$ cat src/sv/wsv_pkg.sv
// Shared types and constants of the wraparound scrolling viewport.
// No dependencies; used by the interfaces, the tick and split units and the top level.
package wsv_pkg;

  // Fixed field widths.
  localparam int unsigned ORIGIN_W = 13;
  localparam int unsigned SPEED_W  = 10;
  localparam int unsigned DIR_W    = 2;
  localparam int unsigned PIECE_W  = 2;
  localparam int unsigned ADDR_W   = 4;
  localparam int unsigned DATA_W   = 32;

  // Reset image size.
  localparam int unsigned WIDTH_RST  = 640;
  localparam int unsigned HEIGHT_RST = 480;

  typedef enum logic {
    CMD_TICK = 1'b0,
    CMD_DRAW = 1'b1
  } cmd_e;

  typedef enum logic [DIR_W-1:0] {
    DIR_UP    = 2'd0,
    DIR_RIGHT = 2'd1,
    DIR_DOWN  = 2'd2,
    DIR_LEFT  = 2'd3
  } dir_e;

  typedef enum logic [1:0] {
    REG_IMAGE_WIDTH  = 2'd0,
    REG_IMAGE_HEIGHT = 2'd1,
    REG_SCROLL_SPEED = 2'd2,
    REG_SCROLL_DIR   = 2'd3
  } reg_e;

endpackage

$ cat src/sv/wsv_if.sv
// Valid/ready channel interfaces for viewport commands and rectangle pieces.
// Depends on wsv_pkg for the fixed origin width.
interface wsv_in_if;
  logic                                    valid;
  logic                                    ready;
  logic                                    cmd;
  logic signed [wsv_pkg::ORIGIN_W-1:0]     dest_origin_x;
  logic signed [wsv_pkg::ORIGIN_W-1:0]     dest_origin_y;

  modport source (output valid, cmd, dest_origin_x, dest_origin_y, input ready);
  modport sink (input valid, cmd, dest_origin_x, dest_origin_y, output ready);
endinterface

interface wsv_out_if #(
  parameter int unsigned DIM_BITS = 12
);
  localparam int unsigned ViewW = DIM_BITS + 2;
  localparam int unsigned DestW = DIM_BITS + 3;

  logic                    valid;
  logic                    ready;
  logic signed [DestW-1:0] out_dest_x;
  logic signed [DestW-1:0] out_dest_y;
  logic signed [ViewW-1:0] src_x;
  logic signed [ViewW-1:0] src_y;
  logic signed [ViewW-1:0] piece_width;
  logic signed [ViewW-1:0] piece_height;
  logic                    last_piece;

  modport source (output valid, out_dest_x, out_dest_y, src_x, src_y, piece_width,
                  piece_height, last_piece, input ready);
  modport sink (input valid, out_dest_x, out_dest_y, src_x, src_y, piece_width,
                piece_height, last_piece, output ready);
endinterface

$ cat src/sv/wrapping_scroll_viewport_splitter.sv
// Wraparound scrolling viewport: a tick beat retires in the cycle after it is accepted. A
// draw beat holds the work stage for its one, two or four pieces and loads them into the
// single output register one piece per cycle while that register is free or being drained;
// a tick never waits on the output, so ticks flow back to back. Reset clears the viewport
// to the reset image size, the registers to their reset values and both stages to empty.
// Depends on wsv_pkg, wsv_if, wsv_tick and wsv_split.
module wrapping_scroll_viewport_splitter #(
  parameter int unsigned DIM_BITS = 12
) (
  input  logic                          clk_i,
  input  logic                          rst_ni,
  wsv_in_if.sink                        in_i,
  wsv_out_if.source                     out_o,
  input  logic                          psel,
  input  logic                          penable,
  input  logic                          pwrite,
  input  logic [wsv_pkg::ADDR_W-1:0]    paddr,
  input  logic [wsv_pkg::DATA_W-1:0]    pwdata,
  output logic [wsv_pkg::DATA_W-1:0]    prdata,
  output logic                          pready
);

  localparam int unsigned ViewW = DIM_BITS + 2;
  localparam int unsigned DestW = DIM_BITS + 3;

  // Configuration registers.
  logic [DIM_BITS-1:0]          width_q, height_q;
  logic [wsv_pkg::SPEED_W-1:0]  speed_q;
  wsv_pkg::dir_e                dir_q;
  wsv_pkg::reg_e                reg_sel;
  logic                         cfg_wr;

  // Viewport state.
  logic signed [ViewW-1:0] left_q, top_q, right_q, bottom_q;
  logic signed [ViewW-1:0] left_d, top_d, right_d, bottom_d;

  // Work stage: the accepted command waits here while its pieces go out.
  logic                                  work_valid_q;
  wsv_pkg::cmd_e                         work_cmd_q;
  logic signed [wsv_pkg::ORIGIN_W-1:0]   work_x_q, work_y_q;
  logic [wsv_pkg::PIECE_W-1:0]           piece_q, piece_d;

  // Piece currently selected by the split unit.
  logic signed [DestW-1:0] pc_dest_x, pc_dest_y;
  logic signed [ViewW-1:0] pc_src_x, pc_src_y, pc_w, pc_h;
  logic                    pc_last;

  // Output register.
  logic                    out_valid_q;
  logic signed [DestW-1:0] out_dest_x_q, out_dest_y_q;
  logic signed [ViewW-1:0] out_src_x_q, out_src_y_q, out_w_q, out_h_q;
  logic                    out_last_q;

  logic out_load, retire, is_tick, in_take;

  // ---------------------------------------------------------------------------------------
  // APB configuration. pready is tied high, so a write lands at the access cycle.
  // ---------------------------------------------------------------------------------------
  assign pready  = 1'b1;
  assign reg_sel = wsv_pkg::reg_e'(paddr[3:2]);
  assign cfg_wr  = psel && penable && pwrite;

  always_comb begin
    case (reg_sel)
      wsv_pkg::REG_IMAGE_WIDTH:  prdata = wsv_pkg::DATA_W'(width_q);
      wsv_pkg::REG_IMAGE_HEIGHT: prdata = wsv_pkg::DATA_W'(height_q);
      wsv_pkg::REG_SCROLL_SPEED: prdata = wsv_pkg::DATA_W'(speed_q);
      wsv_pkg::REG_SCROLL_DIR:   prdata = wsv_pkg::DATA_W'(dir_q);
      default:                   prdata = '0;
    endcase
  end

  always_ff @(posedge clk_i or negedge rst_ni) begin
    if (!rst_ni) begin
      width_q  <= DIM_BITS'(wsv_pkg::WIDTH_RST);
      height_q <= DIM_BITS'(wsv_pkg::HEIGHT_RST);
      speed_q  <= '0;
      dir_q    <= wsv_pkg::DIR_UP;
    end else if (cfg_wr) begin
      case (reg_sel)
        wsv_pkg::REG_IMAGE_WIDTH:  width_q  <= pwdata[DIM_BITS-1:0];
        wsv_pkg::REG_IMAGE_HEIGHT: height_q <= pwdata[DIM_BITS-1:0];
        wsv_pkg::REG_SCROLL_SPEED: speed_q  <= pwdata[wsv_pkg::SPEED_W-1:0];
        wsv_pkg::REG_SCROLL_DIR:   dir_q    <= wsv_pkg::dir_e'(pwdata[wsv_pkg::DIR_W-1:0]);
        default: begin
        end
      endcase
    end
  end

  // ---------------------------------------------------------------------------------------
  // Work stage control. A tick retires without waiting on the output. A draw loads one
  // piece per cycle into the output register whenever that register is free or being
  // drained, and retires with its last piece. A new beat enters as the old one retires.
  // ---------------------------------------------------------------------------------------
  assign is_tick  = work_cmd_q == wsv_pkg::CMD_TICK;
  assign out_load = work_valid_q && !is_tick && (!out_valid_q || out_o.ready);
  assign retire   = work_valid_q && (is_tick || (out_load && pc_last));
  assign in_i.ready = !work_valid_q || retire;
  assign in_take  = in_i.valid && in_i.ready;

  always_comb begin
    piece_d = piece_q;
    if (retire) begin
      piece_d = '0;
    end else if (out_load) begin
      piece_d = piece_q + 1'b1;
    end
  end

  always_ff @(posedge clk_i or negedge rst_ni) begin
    if (!rst_ni) begin
      work_valid_q <= 1'b0;
      piece_q      <= '0;
    end else begin
      piece_q <= piece_d;
      if (in_take) begin
        work_valid_q <= 1'b1;
      end else if (retire) begin
        work_valid_q <= 1'b0;
      end
    end
  end

  always_ff @(posedge clk_i) begin
    if (in_take) begin
      work_cmd_q <= wsv_pkg::cmd_e'(in_i.cmd);
      work_x_q   <= in_i.dest_origin_x;
      work_y_q   <= in_i.dest_origin_y;
    end
  end

  // ---------------------------------------------------------------------------------------
  // Viewport update. The stored rectangle moves only when a tick retires, so a draw that
  // follows sees every earlier tick.
  // ---------------------------------------------------------------------------------------
  wsv_tick #(
    .DIM_BITS (DIM_BITS)
  ) u_tick (
    .left_i   (left_q),
    .top_i    (top_q),
    .right_i  (right_q),
    .bottom_i (bottom_q),
    .width_i  (width_q),
    .height_i (height_q),
    .speed_i  (speed_q),
    .dir_i    (dir_q),
    .left_o   (left_d),
    .top_o    (top_d),
    .right_o  (right_d),
    .bottom_o (bottom_d)
  );

  always_ff @(posedge clk_i or negedge rst_ni) begin
    if (!rst_ni) begin
      left_q   <= '0;
      top_q    <= '0;
      right_q  <= ViewW'(wsv_pkg::WIDTH_RST);
      bottom_q <= ViewW'(wsv_pkg::HEIGHT_RST);
    end else if (work_valid_q && is_tick) begin
      left_q   <= left_d;
      top_q    <= top_d;
      right_q  <= right_d;
      bottom_q <= bottom_d;
    end
  end

  // ---------------------------------------------------------------------------------------
  // Piece selection and the output register.
  // ---------------------------------------------------------------------------------------
  wsv_split #(
    .DIM_BITS (DIM_BITS)
  ) u_split (
    .left_i   (left_q),
    .top_i    (top_q),
    .right_i  (right_q),
    .bottom_i (bottom_q),
    .width_i  (width_q),
    .height_i (height_q),
    .x_i      (work_x_q),
    .y_i      (work_y_q),
    .piece_i  (piece_q),
    .dest_x_o (pc_dest_x),
    .dest_y_o (pc_dest_y),
    .src_x_o  (pc_src_x),
    .src_y_o  (pc_src_y),
    .size_w_o (pc_w),
    .size_h_o (pc_h),
    .last_o   (pc_last)
  );

  always_ff @(posedge clk_i or negedge rst_ni) begin
    if (!rst_ni) begin
      out_valid_q <= 1'b0;
    end else if (out_load) begin
      out_valid_q <= 1'b1;
    end else if (out_o.ready) begin
      out_valid_q <= 1'b0;
    end
  end

  always_ff @(posedge clk_i) begin
    if (out_load) begin
      out_dest_x_q <= pc_dest_x;
      out_dest_y_q <= pc_dest_y;
      out_src_x_q  <= pc_src_x;
      out_src_y_q  <= pc_src_y;
      out_w_q      <= pc_w;
      out_h_q      <= pc_h;
      out_last_q   <= pc_last;
    end
  end

  assign out_o.valid        = out_valid_q;
  assign out_o.out_dest_x   = out_dest_x_q;
  assign out_o.out_dest_y   = out_dest_y_q;
  assign out_o.src_x        = out_src_x_q;
  assign out_o.src_y        = out_src_y_q;
  assign out_o.piece_width  = out_w_q;
  assign out_o.piece_height = out_h_q;
  assign out_o.last_piece   = out_last_q;

endmodule

$ cat src/sv/wsv_tick.sv
// Next viewport position for one scroll tick, with wraparound.
// Depends on wsv_pkg for the speed width and the direction codes.
module wsv_tick #(
  parameter int unsigned DIM_BITS = 12
) (
  input  logic signed [DIM_BITS+1:0]       left_i,
  input  logic signed [DIM_BITS+1:0]       top_i,
  input  logic signed [DIM_BITS+1:0]       right_i,
  input  logic signed [DIM_BITS+1:0]       bottom_i,
  input  logic        [DIM_BITS-1:0]       width_i,
  input  logic        [DIM_BITS-1:0]       height_i,
  input  logic        [wsv_pkg::SPEED_W-1:0] speed_i,
  input  wsv_pkg::dir_e                    dir_i,
  output logic signed [DIM_BITS+1:0]       left_o,
  output logic signed [DIM_BITS+1:0]       top_o,
  output logic signed [DIM_BITS+1:0]       right_o,
  output logic signed [DIM_BITS+1:0]       bottom_o
);

  localparam int unsigned ViewW = DIM_BITS + 2;
  localparam int unsigned CalcW = ViewW + 3;

  logic signed [CalcW-1:0] l, t, r, b, w, h, s;
  logic signed [CalcW-1:0] l_n, t_n, r_n, b_n;

  always_comb begin
    l = CalcW'(left_i);
    t = CalcW'(top_i);
    r = CalcW'(right_i);
    b = CalcW'(bottom_i);
    w = CalcW'(width_i);
    h = CalcW'(height_i);
    s = CalcW'(speed_i);
    l_n = l;
    t_n = t;
    r_n = r;
    b_n = b;
    case (dir_i)
      wsv_pkg::DIR_UP: begin
        t_n = t + s;
        b_n = b + s;
        if (t_n > h) begin
          b_n = b_n - t_n;
          t_n = '0;
        end
      end
      wsv_pkg::DIR_RIGHT: begin
        l_n = l - s;
        r_n = r - s;
        if (r_n < 0) begin
          l_n = w - (r_n - l_n);
          r_n = w;
        end
      end
      wsv_pkg::DIR_DOWN: begin
        t_n = t - s;
        b_n = b - s;
        if (b_n < 0) begin
          t_n = h - (b_n - t_n);
          b_n = h;
        end
      end
      default: begin
        l_n = l + s;
        r_n = r + s;
        if (l_n > w) begin
          r_n = r_n - l_n;
          l_n = '0;
        end
      end
    endcase
  end

  // The stored coordinates wrap to the ViewW-bit coordinate width.
  assign left_o   = l_n[ViewW-1:0];
  assign top_o    = t_n[ViewW-1:0];
  assign right_o  = r_n[ViewW-1:0];
  assign bottom_o = b_n[ViewW-1:0];

endmodule

$ cat src/sv/wsv_split.sv
// Splits the viewport into source rectangles and returns the selected piece.
// Depends on wsv_pkg for the origin and piece index widths.
module wsv_split #(
  parameter int unsigned DIM_BITS = 12
) (
  input  logic signed [DIM_BITS+1:0]          left_i,
  input  logic signed [DIM_BITS+1:0]          top_i,
  input  logic signed [DIM_BITS+1:0]          right_i,
  input  logic signed [DIM_BITS+1:0]          bottom_i,
  input  logic        [DIM_BITS-1:0]          width_i,
  input  logic        [DIM_BITS-1:0]          height_i,
  input  logic signed [wsv_pkg::ORIGIN_W-1:0] x_i,
  input  logic signed [wsv_pkg::ORIGIN_W-1:0] y_i,
  input  logic        [wsv_pkg::PIECE_W-1:0]  piece_i,
  output logic signed [DIM_BITS+2:0]          dest_x_o,
  output logic signed [DIM_BITS+2:0]          dest_y_o,
  output logic signed [DIM_BITS+1:0]          src_x_o,
  output logic signed [DIM_BITS+1:0]          src_y_o,
  output logic signed [DIM_BITS+1:0]          size_w_o,
  output logic signed [DIM_BITS+1:0]          size_h_o,
  output logic                                last_o
);

  localparam int unsigned ViewW = DIM_BITS + 2;
  localparam int unsigned DestW = DIM_BITS + 3;
  localparam int unsigned CalcW = ((ViewW > wsv_pkg::ORIGIN_W) ? ViewW : wsv_pkg::ORIGIN_W) + 3;

  typedef enum logic [2:0] {
    SPLIT_QUAD,
    SPLIT_TOP,
    SPLIT_RIGHT,
    SPLIT_BOTTOM,
    SPLIT_LEFT,
    SPLIT_ONE
  } split_e;

  logic signed [CalcW-1:0] l, t, r, b, w, h, x, y;
  logic signed [CalcW-1:0] sx0, w0, w1, sy0, h0, h1;
  logic signed [CalcW-1:0] dx, dy, sx, sy, pw, ph;
  logic                    tn, ln, rp, bp;
  split_e                  kind;

  always_comb begin
    l = CalcW'(left_i);
    t = CalcW'(top_i);
    r = CalcW'(right_i);
    b = CalcW'(bottom_i);
    w = CalcW'(width_i);
    h = CalcW'(height_i);
    x = CalcW'(x_i);
    y = CalcW'(y_i);
    tn = t < 0;
    ln = l < 0;
    rp = r > w;
    bp = b > h;

    // Priority: both axes cross, then top, right, bottom, left, else whole.
    if ((tn || bp) && (ln || rp)) begin
      kind = SPLIT_QUAD;
    end else if (tn) begin
      kind = SPLIT_TOP;
    end else if (rp) begin
      kind = SPLIT_RIGHT;
    end else if (bp) begin
      kind = SPLIT_BOTTOM;
    end else if (ln) begin
      kind = SPLIT_LEFT;
    end else begin
      kind = SPLIT_ONE;
    end

    sx0 = ln ? w + l : l;
    w0  = ln ? -l : w - l;
    w1  = ln ? r : r - w;
    sy0 = tn ? h + t : t;
    h0  = tn ? -t : h - t;
    h1  = tn ? b : b - h;

    dx = x;
    dy = y;
    sx = l;
    sy = t;
    pw = r - l;
    ph = b - t;
    last_o = 1'b1;
    case (kind)
      SPLIT_QUAD: begin
        // Bit 0 of the piece index picks the column, bit 1 the row.
        dx = piece_i[0] ? x + w0 : x;
        dy = piece_i[1] ? y + h0 : y;
        sx = piece_i[0] ? '0 : sx0;
        sy = piece_i[1] ? '0 : sy0;
        pw = piece_i[0] ? w1 : w0;
        ph = piece_i[1] ? h1 : h0;
        last_o = &piece_i;
      end
      SPLIT_TOP: begin
        dy = piece_i[0] ? y - t : y;
        sy = piece_i[0] ? '0 : h + t;
        ph = piece_i[0] ? b : -t;
        last_o = piece_i[0];
      end
      SPLIT_RIGHT: begin
        dx = piece_i[0] ? x + (w - l) : x;
        sx = piece_i[0] ? '0 : l;
        pw = piece_i[0] ? r - w : w - l;
        last_o = piece_i[0];
      end
      SPLIT_BOTTOM: begin
        dy = piece_i[0] ? y + (h - t) : y;
        sy = piece_i[0] ? '0 : t;
        ph = piece_i[0] ? b - h : h - t;
        last_o = piece_i[0];
      end
      SPLIT_LEFT: begin
        dx = piece_i[0] ? x - l : x;
        sx = piece_i[0] ? '0 : w + l;
        pw = piece_i[0] ? r : -l;
        last_o = piece_i[0];
      end
      default: begin
        last_o = 1'b1;
      end
    endcase
  end

  assign dest_x_o = dx[DestW-1:0];
  assign dest_y_o = dy[DestW-1:0];
  assign src_x_o  = sx[ViewW-1:0];
  assign src_y_o  = sy[ViewW-1:0];
  assign size_w_o = pw[ViewW-1:0];
  assign size_h_o = ph[ViewW-1:0];

endmodule

$ cat src/flat_wrapper.sv
// flat-port wrapper written by rule: the top's interface ports become plain ports
module wrapping_scroll_viewport_splitter_flat 
#(
  parameter int unsigned DIM_BITS = 12
)
  (clk_i, rst_ni, psel, penable, pwrite, paddr, pwdata, prdata, pready, in_i_valid, in_i_cmd, in_i_dest_origin_x, in_i_dest_origin_y, in_i_ready, out_o_valid, out_o_out_dest_x, out_o_out_dest_y, out_o_src_x, out_o_src_y, out_o_piece_width, out_o_piece_height, out_o_last_piece, out_o_ready);
  wsv_in_if in_i_i ();
  wsv_out_if #(.DIM_BITS(DIM_BITS)) out_o_i ();
  input  logic clk_i;
  input  logic rst_ni;
  input  logic psel;
  input  logic penable;
  input  logic pwrite;
  input  logic [wsv_pkg::ADDR_W-1:0] paddr;
  input  logic [wsv_pkg::DATA_W-1:0] pwdata;
  output logic [wsv_pkg::DATA_W-1:0] prdata;
  output logic pready;
  input wire logic [$bits(in_i_i.valid)-1:0] in_i_valid;
  input wire logic [$bits(in_i_i.cmd)-1:0] in_i_cmd;
  input wire logic [$bits(in_i_i.dest_origin_x)-1:0] in_i_dest_origin_x;
  input wire logic [$bits(in_i_i.dest_origin_y)-1:0] in_i_dest_origin_y;
  output wire logic [$bits(in_i_i.ready)-1:0] in_i_ready;
  output wire logic [$bits(out_o_i.valid)-1:0] out_o_valid;
  output wire logic [$bits(out_o_i.out_dest_x)-1:0] out_o_out_dest_x;
  output wire logic [$bits(out_o_i.out_dest_y)-1:0] out_o_out_dest_y;
  output wire logic [$bits(out_o_i.src_x)-1:0] out_o_src_x;
  output wire logic [$bits(out_o_i.src_y)-1:0] out_o_src_y;
  output wire logic [$bits(out_o_i.piece_width)-1:0] out_o_piece_width;
  output wire logic [$bits(out_o_i.piece_height)-1:0] out_o_piece_height;
  output wire logic [$bits(out_o_i.last_piece)-1:0] out_o_last_piece;
  input wire logic [$bits(out_o_i.ready)-1:0] out_o_ready;
  assign in_i_i.valid = in_i_valid;
  assign in_i_i.cmd = in_i_cmd;
  assign in_i_i.dest_origin_x = in_i_dest_origin_x;
  assign in_i_i.dest_origin_y = in_i_dest_origin_y;
  assign in_i_ready = in_i_i.ready;
  assign out_o_valid = out_o_i.valid;
  assign out_o_out_dest_x = out_o_i.out_dest_x;
  assign out_o_out_dest_y = out_o_i.out_dest_y;
  assign out_o_src_x = out_o_i.src_x;
  assign out_o_src_y = out_o_i.src_y;
  assign out_o_piece_width = out_o_i.piece_width;
  assign out_o_piece_height = out_o_i.piece_height;
  assign out_o_last_piece = out_o_i.last_piece;
  assign out_o_i.ready = out_o_ready;
  wrapping_scroll_viewport_splitter #(.DIM_BITS(DIM_BITS)) u_core (.clk_i(clk_i), .rst_ni(rst_ni), .in_i(in_i_i), .out_o(out_o_i), .psel(psel), .penable(penable), .pwrite(pwrite), .paddr(paddr), .pwdata(pwdata), .prdata(prdata), .pready(pready));
endmodule
$ cat config.mk
export PLATFORM = sky130hd
export DESIGN_NAME = wrapping_scroll_viewport_splitter_flat
export DESIGN_NICKNAME = d
export VERILOG_FILES = /design/src/sv/wsv_pkg.sv /design/src/sv/wsv_if.sv /design/src/sv/wrapping_scroll_viewport_splitter.sv /design/src/sv/wsv_tick.sv /design/src/sv/wsv_split.sv /design/src/flat_wrapper.sv
export SDC_FILE = /design/constraint.sdc
export NUM_CORES = 1
export LEC_CHECK = 0
export BUFFER_PORTS_ARGS = -buffer_cell sky130_fd_sc_hd__buf_4
export CORE_UTILIZATION = 30
export CTS_BUF_LIST = sky130_fd_sc_hd__clkbuf_2
export DETAILED_ROUTE_END_ITERATION = 6
export PLACE_DENSITY = 0.44
export SLEW_MARGIN = 30
export SYNTH_ARGS = -nofsm -noshare
export SYNTH_HDL_FRONTEND = slang
export SYNTH_HIERARCHICAL = 1
export SYNTH_SLANG_ARGS = --single-unit
$ cat constraint.sdc
create_clock -name clk_i -period 5.05 [get_ports clk_i]
set_clock_uncertainty 0.15 [all_clocks]
set_input_delay 1.01 -clock clk_i [delete_from_list [all_inputs] [get_ports clk_i]]
set_output_delay 1.01 -clock clk_i [all_outputs]
set_load 0.005 [all_outputs]
# [Word-level counts from Yosys, hierarchy flattened]
# Index checks and enable logic that the tools add are counted.
[word_totals] elab_cells=160 ff_bits=210 out_inout_bits=122
[classes] mux=55 n_bitwise=2 n_reduce_logical=32 order_cmp=8 n_eq_ne=9 addsub=33
[op_table] cell="2-to-1 mux 14 bit" count=24
[op_table] cell="one-hot mux 14 bit (3 select lines)" count=4
[op_table] cell="one-hot mux 32 bit (4 select lines)" count=1
[op_table] cell="2-to-1 mux 15 bit" count=8
[op_table] cell="one-hot mux 14 bit (2 select lines)" count=4
[op_table] cell="one-hot mux 15 bit (3 select lines)" count=2
[op_table] cell="subtractor 14 bit" count=6
[op_table] cell="adder 13 x 15 -> 15 bit" count=4
[op_table] cell="subtractor 13 x 14 -> 15 bit" count=4
[op_table] cell="adder 13 x 14 -> 14 bit" count=4
[op_table] cell="adder 14 x 11 -> 15 bit" count=2
[op_table] cell="> comparator 15 x 13 -> 1 bit" count=2
[op_table] cell="less-than comparator 15 x 1 -> 1 bit (second input constant)" count=2
[op_table] cell="negator 14 -> 15 bit" count=2
[op_table] cell="subtractor 14 x 11 -> 15 bit" count=2
[op_table] cell="adder 14 x 11 -> 14 bit" count=2
[op_table] cell="> comparator 14 x 13 -> 1 bit" count=2
[op_table] cell="less-than comparator 14 x 1 -> 1 bit (second input constant)" count=2
[op_table] cell="subtractor 13 x 14 -> 14 bit" count=2
[op_table] cell="subtractor 14 x 11 -> 14 bit" count=2
[op_table] cell="subtractor 14 x 13 -> 14 bit" count=2
[op_table] cell="AND reduction 2 bit" count=7
[op_table] cell="2-to-1 mux 3 bit" count=4
[op_table] cell="logical AND 1 bit" count=9
[op_table] cell="17 further kinds" count=36

# [Longest topological paths before layout]
[logic_depth] word_depth=15 depth_mapped=25 mapped_depth_nobuf=23

# [Cells and area by module]
# The synthesis kept the hierarchy.
[by_module_without_submodules] mod="wsv_split" area_each_um2=11836.4 cells_each=1725 instances=1
[by_module_without_submodules] mod="wsv_tick" area_each_um2=9223.8 cells_each=1324 instances=1
[by_module_without_submodules] mod="wrapping_scroll_viewport_splitter" area_each_um2=7563.5 cells_each=395 instances=1

# [Worst setup path after synthesis]
# Ideal clock, no wire load.
[synth_path] path_type="input to register" from="input port out_o_ready" to="register u_core.out_last_q, in the netlist u_core/out_o.last_piece, enable pin" t_arrival_ns=4.704 slack_ns=-0.337 stages=2 required_time_ns=4.367 path_cell_list="nor2b_1 > nor2_1"
[synth_between] elab_chain_cells=2
[synth_rtl] element="from (decl)" line="flat_wrapper.sv:31" rtl="input wire logic [$bits(out_o_i.ready)-1:0] out_o_ready;"
[synth_rtl] element="logical OR 1 bit" line="wrapping_scroll_viewport_splitter.sv:97" rtl="assign out_load = work_valid_q && !is_tick && (!out_valid_q || out_o.ready);"
[synth_rtl] element="logical AND 1 bit" line="wrapping_scroll_viewport_splitter.sv:97"
[synth_rtl] element="named net u_core.out_load" line="wrapping_scroll_viewport_splitter.sv:54" rtl="logic out_load, retire, is_tick, in_take;"
[synth_rtl] element="to (signal assigned)" line="wrapping_scroll_viewport_splitter.sv:210" rtl="out_last_q <= pc_last;"
[synth_rtl] element="to (decl)" line="wrapping_scroll_viewport_splitter.sv:52" rtl="logic out_last_q;"
# The timed path passes the listed nets, and every way through them passes these cells.
# A chain may end at the register's enable or synchronous reset.

# [Worst setup path in the final report]
[layout_path] from="register u_core/speed_q[0] (netlist name)" to="register u_core.left_q[10]"
[layout_between] elab_chain_cells=5 word_cells_on_any_way=10 cone_classes="5 x add/sub; 2 x order compare; 3 x mux"
[layout_rtl] element="from (decl)" line="wrapping_scroll_viewport_splitter.sv:28" rtl="logic [wsv_pkg::SPEED_W-1:0] speed_q;"
[layout_rtl] element="from (signal assigned)" line="wrapping_scroll_viewport_splitter.sv:83" rtl="wsv_pkg::REG_SCROLL_SPEED: speed_q <= pwdata[wsv_pkg::SPEED_W-1:0];"
[layout_rtl] element="subtractor 14 x 11 -> 15 bit / subtractor 14 x 11 -> 14 bit (equally long branches)" line="wsv_tick.sv:49, wsv_tick.sv:48"
[layout_rtl] element="subtractor 14 bit" line="wsv_tick.sv:51" rtl="l_n = w - (r_n - l_n);"
[layout_rtl] element="subtractor 13 x 14 -> 14 bit" line="wsv_tick.sv:51"
[layout_rtl] element="2-to-1 mux 14 bit" line="wsv_tick.sv:50" rtl="if (r_n < 0) begin"
[layout_rtl] element="one-hot mux 14 bit (2 select lines) (*)" line="wsv_tick.sv:38" rtl="case (dir_i)"
[layout_rtl] element="named net u_core.left_d[10]" line="wrapping_scroll_viewport_splitter.sv:35" rtl="logic signed [ViewW-1:0] left_d, top_d, right_d, bottom_d;"
[layout_rtl] element="to (signal assigned)" line="wrapping_scroll_viewport_splitter.sv:161" rtl="left_q <= left_d;"
[layout_rtl] element="to (decl)" line="wrapping_scroll_viewport_splitter.sv:34" rtl="logic signed [ViewW-1:0] left_q, top_q, right_q, bottom_q;"
# The timed path passes the listed nets; every way through them passes the cells marked *.

==> results.yml <==
outcome:
  status: "complete, but fails checks"
  violations: "negative setup slack"
global_route:
  grt_use_total: 0.2264
  grt_pass1_vias: 26570
  antenna_found_initial: 6
  grt_max_degree: 51
  overflow: 0
  grt_pass1_wl_mm: 166.7
route:
  drc: 0
  vias: 27350
  wl_mm: 112.5
  avgViaCountPerCell: 5.255
  wire_per_inst_um: 21.60
  ant_nets: 0
  dr.pass1.iters: 5
  drtIter0Drc: 2042
cells_and_area:
  nets: 4354
  area_delta_synth_final_pct: 22.77
  fillCellCount: 9843
  drive_gt1_frac: 0.2294
timing:
  slew_viol_final: 0
  setup_violations: 3
  tightestPinTransition_ps: 967.6
  layout_setup_ws_ps: -16.83
  final_hold_viol_count: 0
  timing.fmax_mhz: 197.4
  finalCritPeriodShare: 1.003
  period_needed_ps: 5067
  rsz0062_at_grt: "yes"
  maxSlewHeadroom: 0.3530
  whs_ps: 189.0
clocking:
  cts-buffers-inserted: 68
  clk_latency_ps: 1120
  cts_root_buf: "clkbuf_2"
  cts.sinks: 210
  cts_tree: "yes"
  clk_pin_slew_ps: 110
  htreeDepth: 3
  clockBufferDepth: 3
floorplanning:
  initial_core_util: 0.3049
  fp.dieArea_um2: 96650
  num_rows: 112
  core_um2: 93890
  fp.dieW_um: 310.9
  io_pins: 192
  fp.dieH_um: 310.9
placement:
  place_ws_ps: -181.5
  place.gp.congestion: 0.8915
  dp_hpwl_mm: 88.05
  io_buffers: 148
logic_synthesis:
  yosysWarnings: 6
  synth-seq-cells: 210
  synth_enable_flop_cells: 114
  netlist_instances: 3444
  yosysSeqAreaShare: 0.2040
  synth_area_um2: 28620
  synth_ff_type: "edfxtp_1"
  yosys.cell_types.count: 109
  async_reset_ff_frac: 0.4571
  syn_area_per_cell_um2: 8.311
worst_setup_path:
  r2r_slack_ps: -20
  slowest_delay_ps: 550
  r2r-start: "u_core/speed_q[0]$_DFFE_PN0P_"
  end_kind: "flip-flop"
  crit_top_cell: "buf_4"
  startpoint_type: "flip-flop"
  required_ps: 5840
  critPathMaxFanout: 9
  r2r.worst_path.cells: 20
  cp-startpoint: "u_core/speed_q[0]$_DFFE_PN0P_"
  critPathKind: "reg -> reg"
  cp_cell_sequence: "buf_6, ha_1, fa_2, inv_1, fa_1, fa_2, a21o_1, a21oi_1, buf_4, nor2b_1, o21a_1, o41ai_2, buf_4, nor2_1, a211o_1, xor2_1, a32oi_1, o311ai_1, buf_4, mux2_2"
  slowest_stage: "fa_2"
  crit_arrival_ps: 5860
  endpoint: "u_core/left_q[10]$_DFFE_PN0P_"
  r2r_end: "u_core/left_q[10]$_DFFE_PN0P_"
worst_hold_path:
  hold_class: "in -> reg"
run:
  cap_violations: 0
-- metal layers --
layer  track usage  vias to the layer above  wire length [um]  share of wire
met3       0.02819                      111              5921          0.053
li1              -                    13400                 -              -
met4       0.05452                        8              2041          0.018
met1        0.3376                    13090             56680           0.50
met5             0                        -                48        0.00043
met2        0.3418                      748             47770           0.42
-- placed cells by master, fill, tap and decap left out, types with 91 or more instances in the layout --
cell type,count
inv_1,227
edfxtp_1,114
xnor2_1,194
xor2_1,91
nor2_1,284
o21ai_0,206
nand2_1,246
mux2_2,95
buf_4,460
clkbuf_2,91
ha_1,327
a21oi_1,261
-- worst min-delay path by stage --
stage	start	endpoint	slack, ps	depth (start not counted)
finish	out_o_ready	u_core/piece_q[0]$_DFFE_PN0P_	190	4
CTS	out_o_ready	u_core/piece_q[0]$_DFFE_PN0P_	10	4
detailed placement	u_core/left_q[3]$_DFFE_PN0P_	u_core/left_q[3]$_DFFE_PN0P_	400	1
global placement	u_core/left_q[3]$_DFFE_PN0P_	u_core/left_q[3]$_DFFE_PN0P_	380	1
global route	out_o_ready	u_core/piece_q[0]$_DFFE_PN0P_	110	4
floorplan	u_core/dir_q[1]$_DFFE_PN0P_	u_core/dir_q[1]$_DFFE_PN0P_	340	1
-- final cells by class --
cell class / count / area, um^2 / area share
antenna: 6 / 15.01 / 0.0004273
clock buffer: 91 / 455.4 / 0.01296
clock inverter: 32 / 210.2 / 0.005982
inverter: 239 / 914.6 / 0.02603
multi-input combinational: 2853 / 21920 / 0.6238
sequential: 210 / 5866 / 0.1669
tap: 1254 / 1569 / 0.04465
timing repair buffer: 520 / 4189 / 0.1192
-- cells by family after synthesis --
family / after synthesis / share of synthesized area
buffers and inverters: 400 / 0.06002
muxes: 171 / 0.06963
adders and majority gates: 392 / 0.1839
and+or+nand+nor: 960 / 0.1602
xor gates and xnor gates: 301 / 0.09258
DFF: 210 / 0.2040
AOI/OAI and AO/OA: 1008 / 0.2293
other: 2 / 0.0002624
-- Yosys cell counts, drive strengths merged, types with 9 or more instances --
library cell	count	share of area
nand2	250	0.033
inv	236	0.031
or3	31	0.0068
a22oi	9	0.0024
nand3	64	0.011
xor2	92	0.028
nand4	20	0.0044
dfstp	12	0.011
nand2b	53	0.012
xnor2	208	0.064
a21oi	279	0.050
mux2i	54	0.019
a31oi	35	0.0076
a21boi	14	0.0037
o31a	10	0.0031
a211oi	54	0.015
a221oi	17	0.0056
o21a	65	0.017
dfrtp	84	0.073
o221ai	17	0.0052
clkbuf	85	0.011
and3	25	0.0055
o31ai	15	0.0039
o41ai	11	0.0039
nand3b	10	0.0026
a2111oi	9	0.0034
a21o	47	0.012
o22ai	37	0.0081
nor4	13	0.0031
o21bai	23	0.0060
ha	344	0.15
nor3	90	0.016
buf	76	0.018
or2	16	0.0035
and2	12	0.0026
edfxtp	114	0.12
o211ai	51	0.013
nor2	291	0.039
nor2b	60	0.013
fa	48	0.034
o21ai	230	0.040
mux2	109	0.044
-- worst max-delay path, delay by kind of cell (launching register included) --
kind            cells  cell delay, ps
buf+inv             5             670
fa+ha+maj           4            1640
mux                 1             250
simple gates        2              90
xor+xnor            1             170
flops               1             450
compound gates      7            1460
-- through the flow --
step                      TNS, ps  utilization  area (um^2)  cells
after CTS                  -647.1       0.3667        34430   5180
after floorplan                 0            -        28720   3463
after detailed placement    -2778       0.3506        32920   4998
after global placement      -2984       0.3500        32860   4996
after global routing        -4715       0.3742        35140   5203
final                      -44.76       0.3743        35140   5205
-- repair_timing --
item,CTS,global route
endpoints found under the hold margin,99,0
gates resized for setup,67,118
hold buffers,41,0
setup endpoints to repair,34,58
setup buffers,18,18
cloned,0,1
pin swaps,24,33
Power is not shown: default switching activity piles up to over one toggle a cycle in this logic, so the estimate is an artifact.
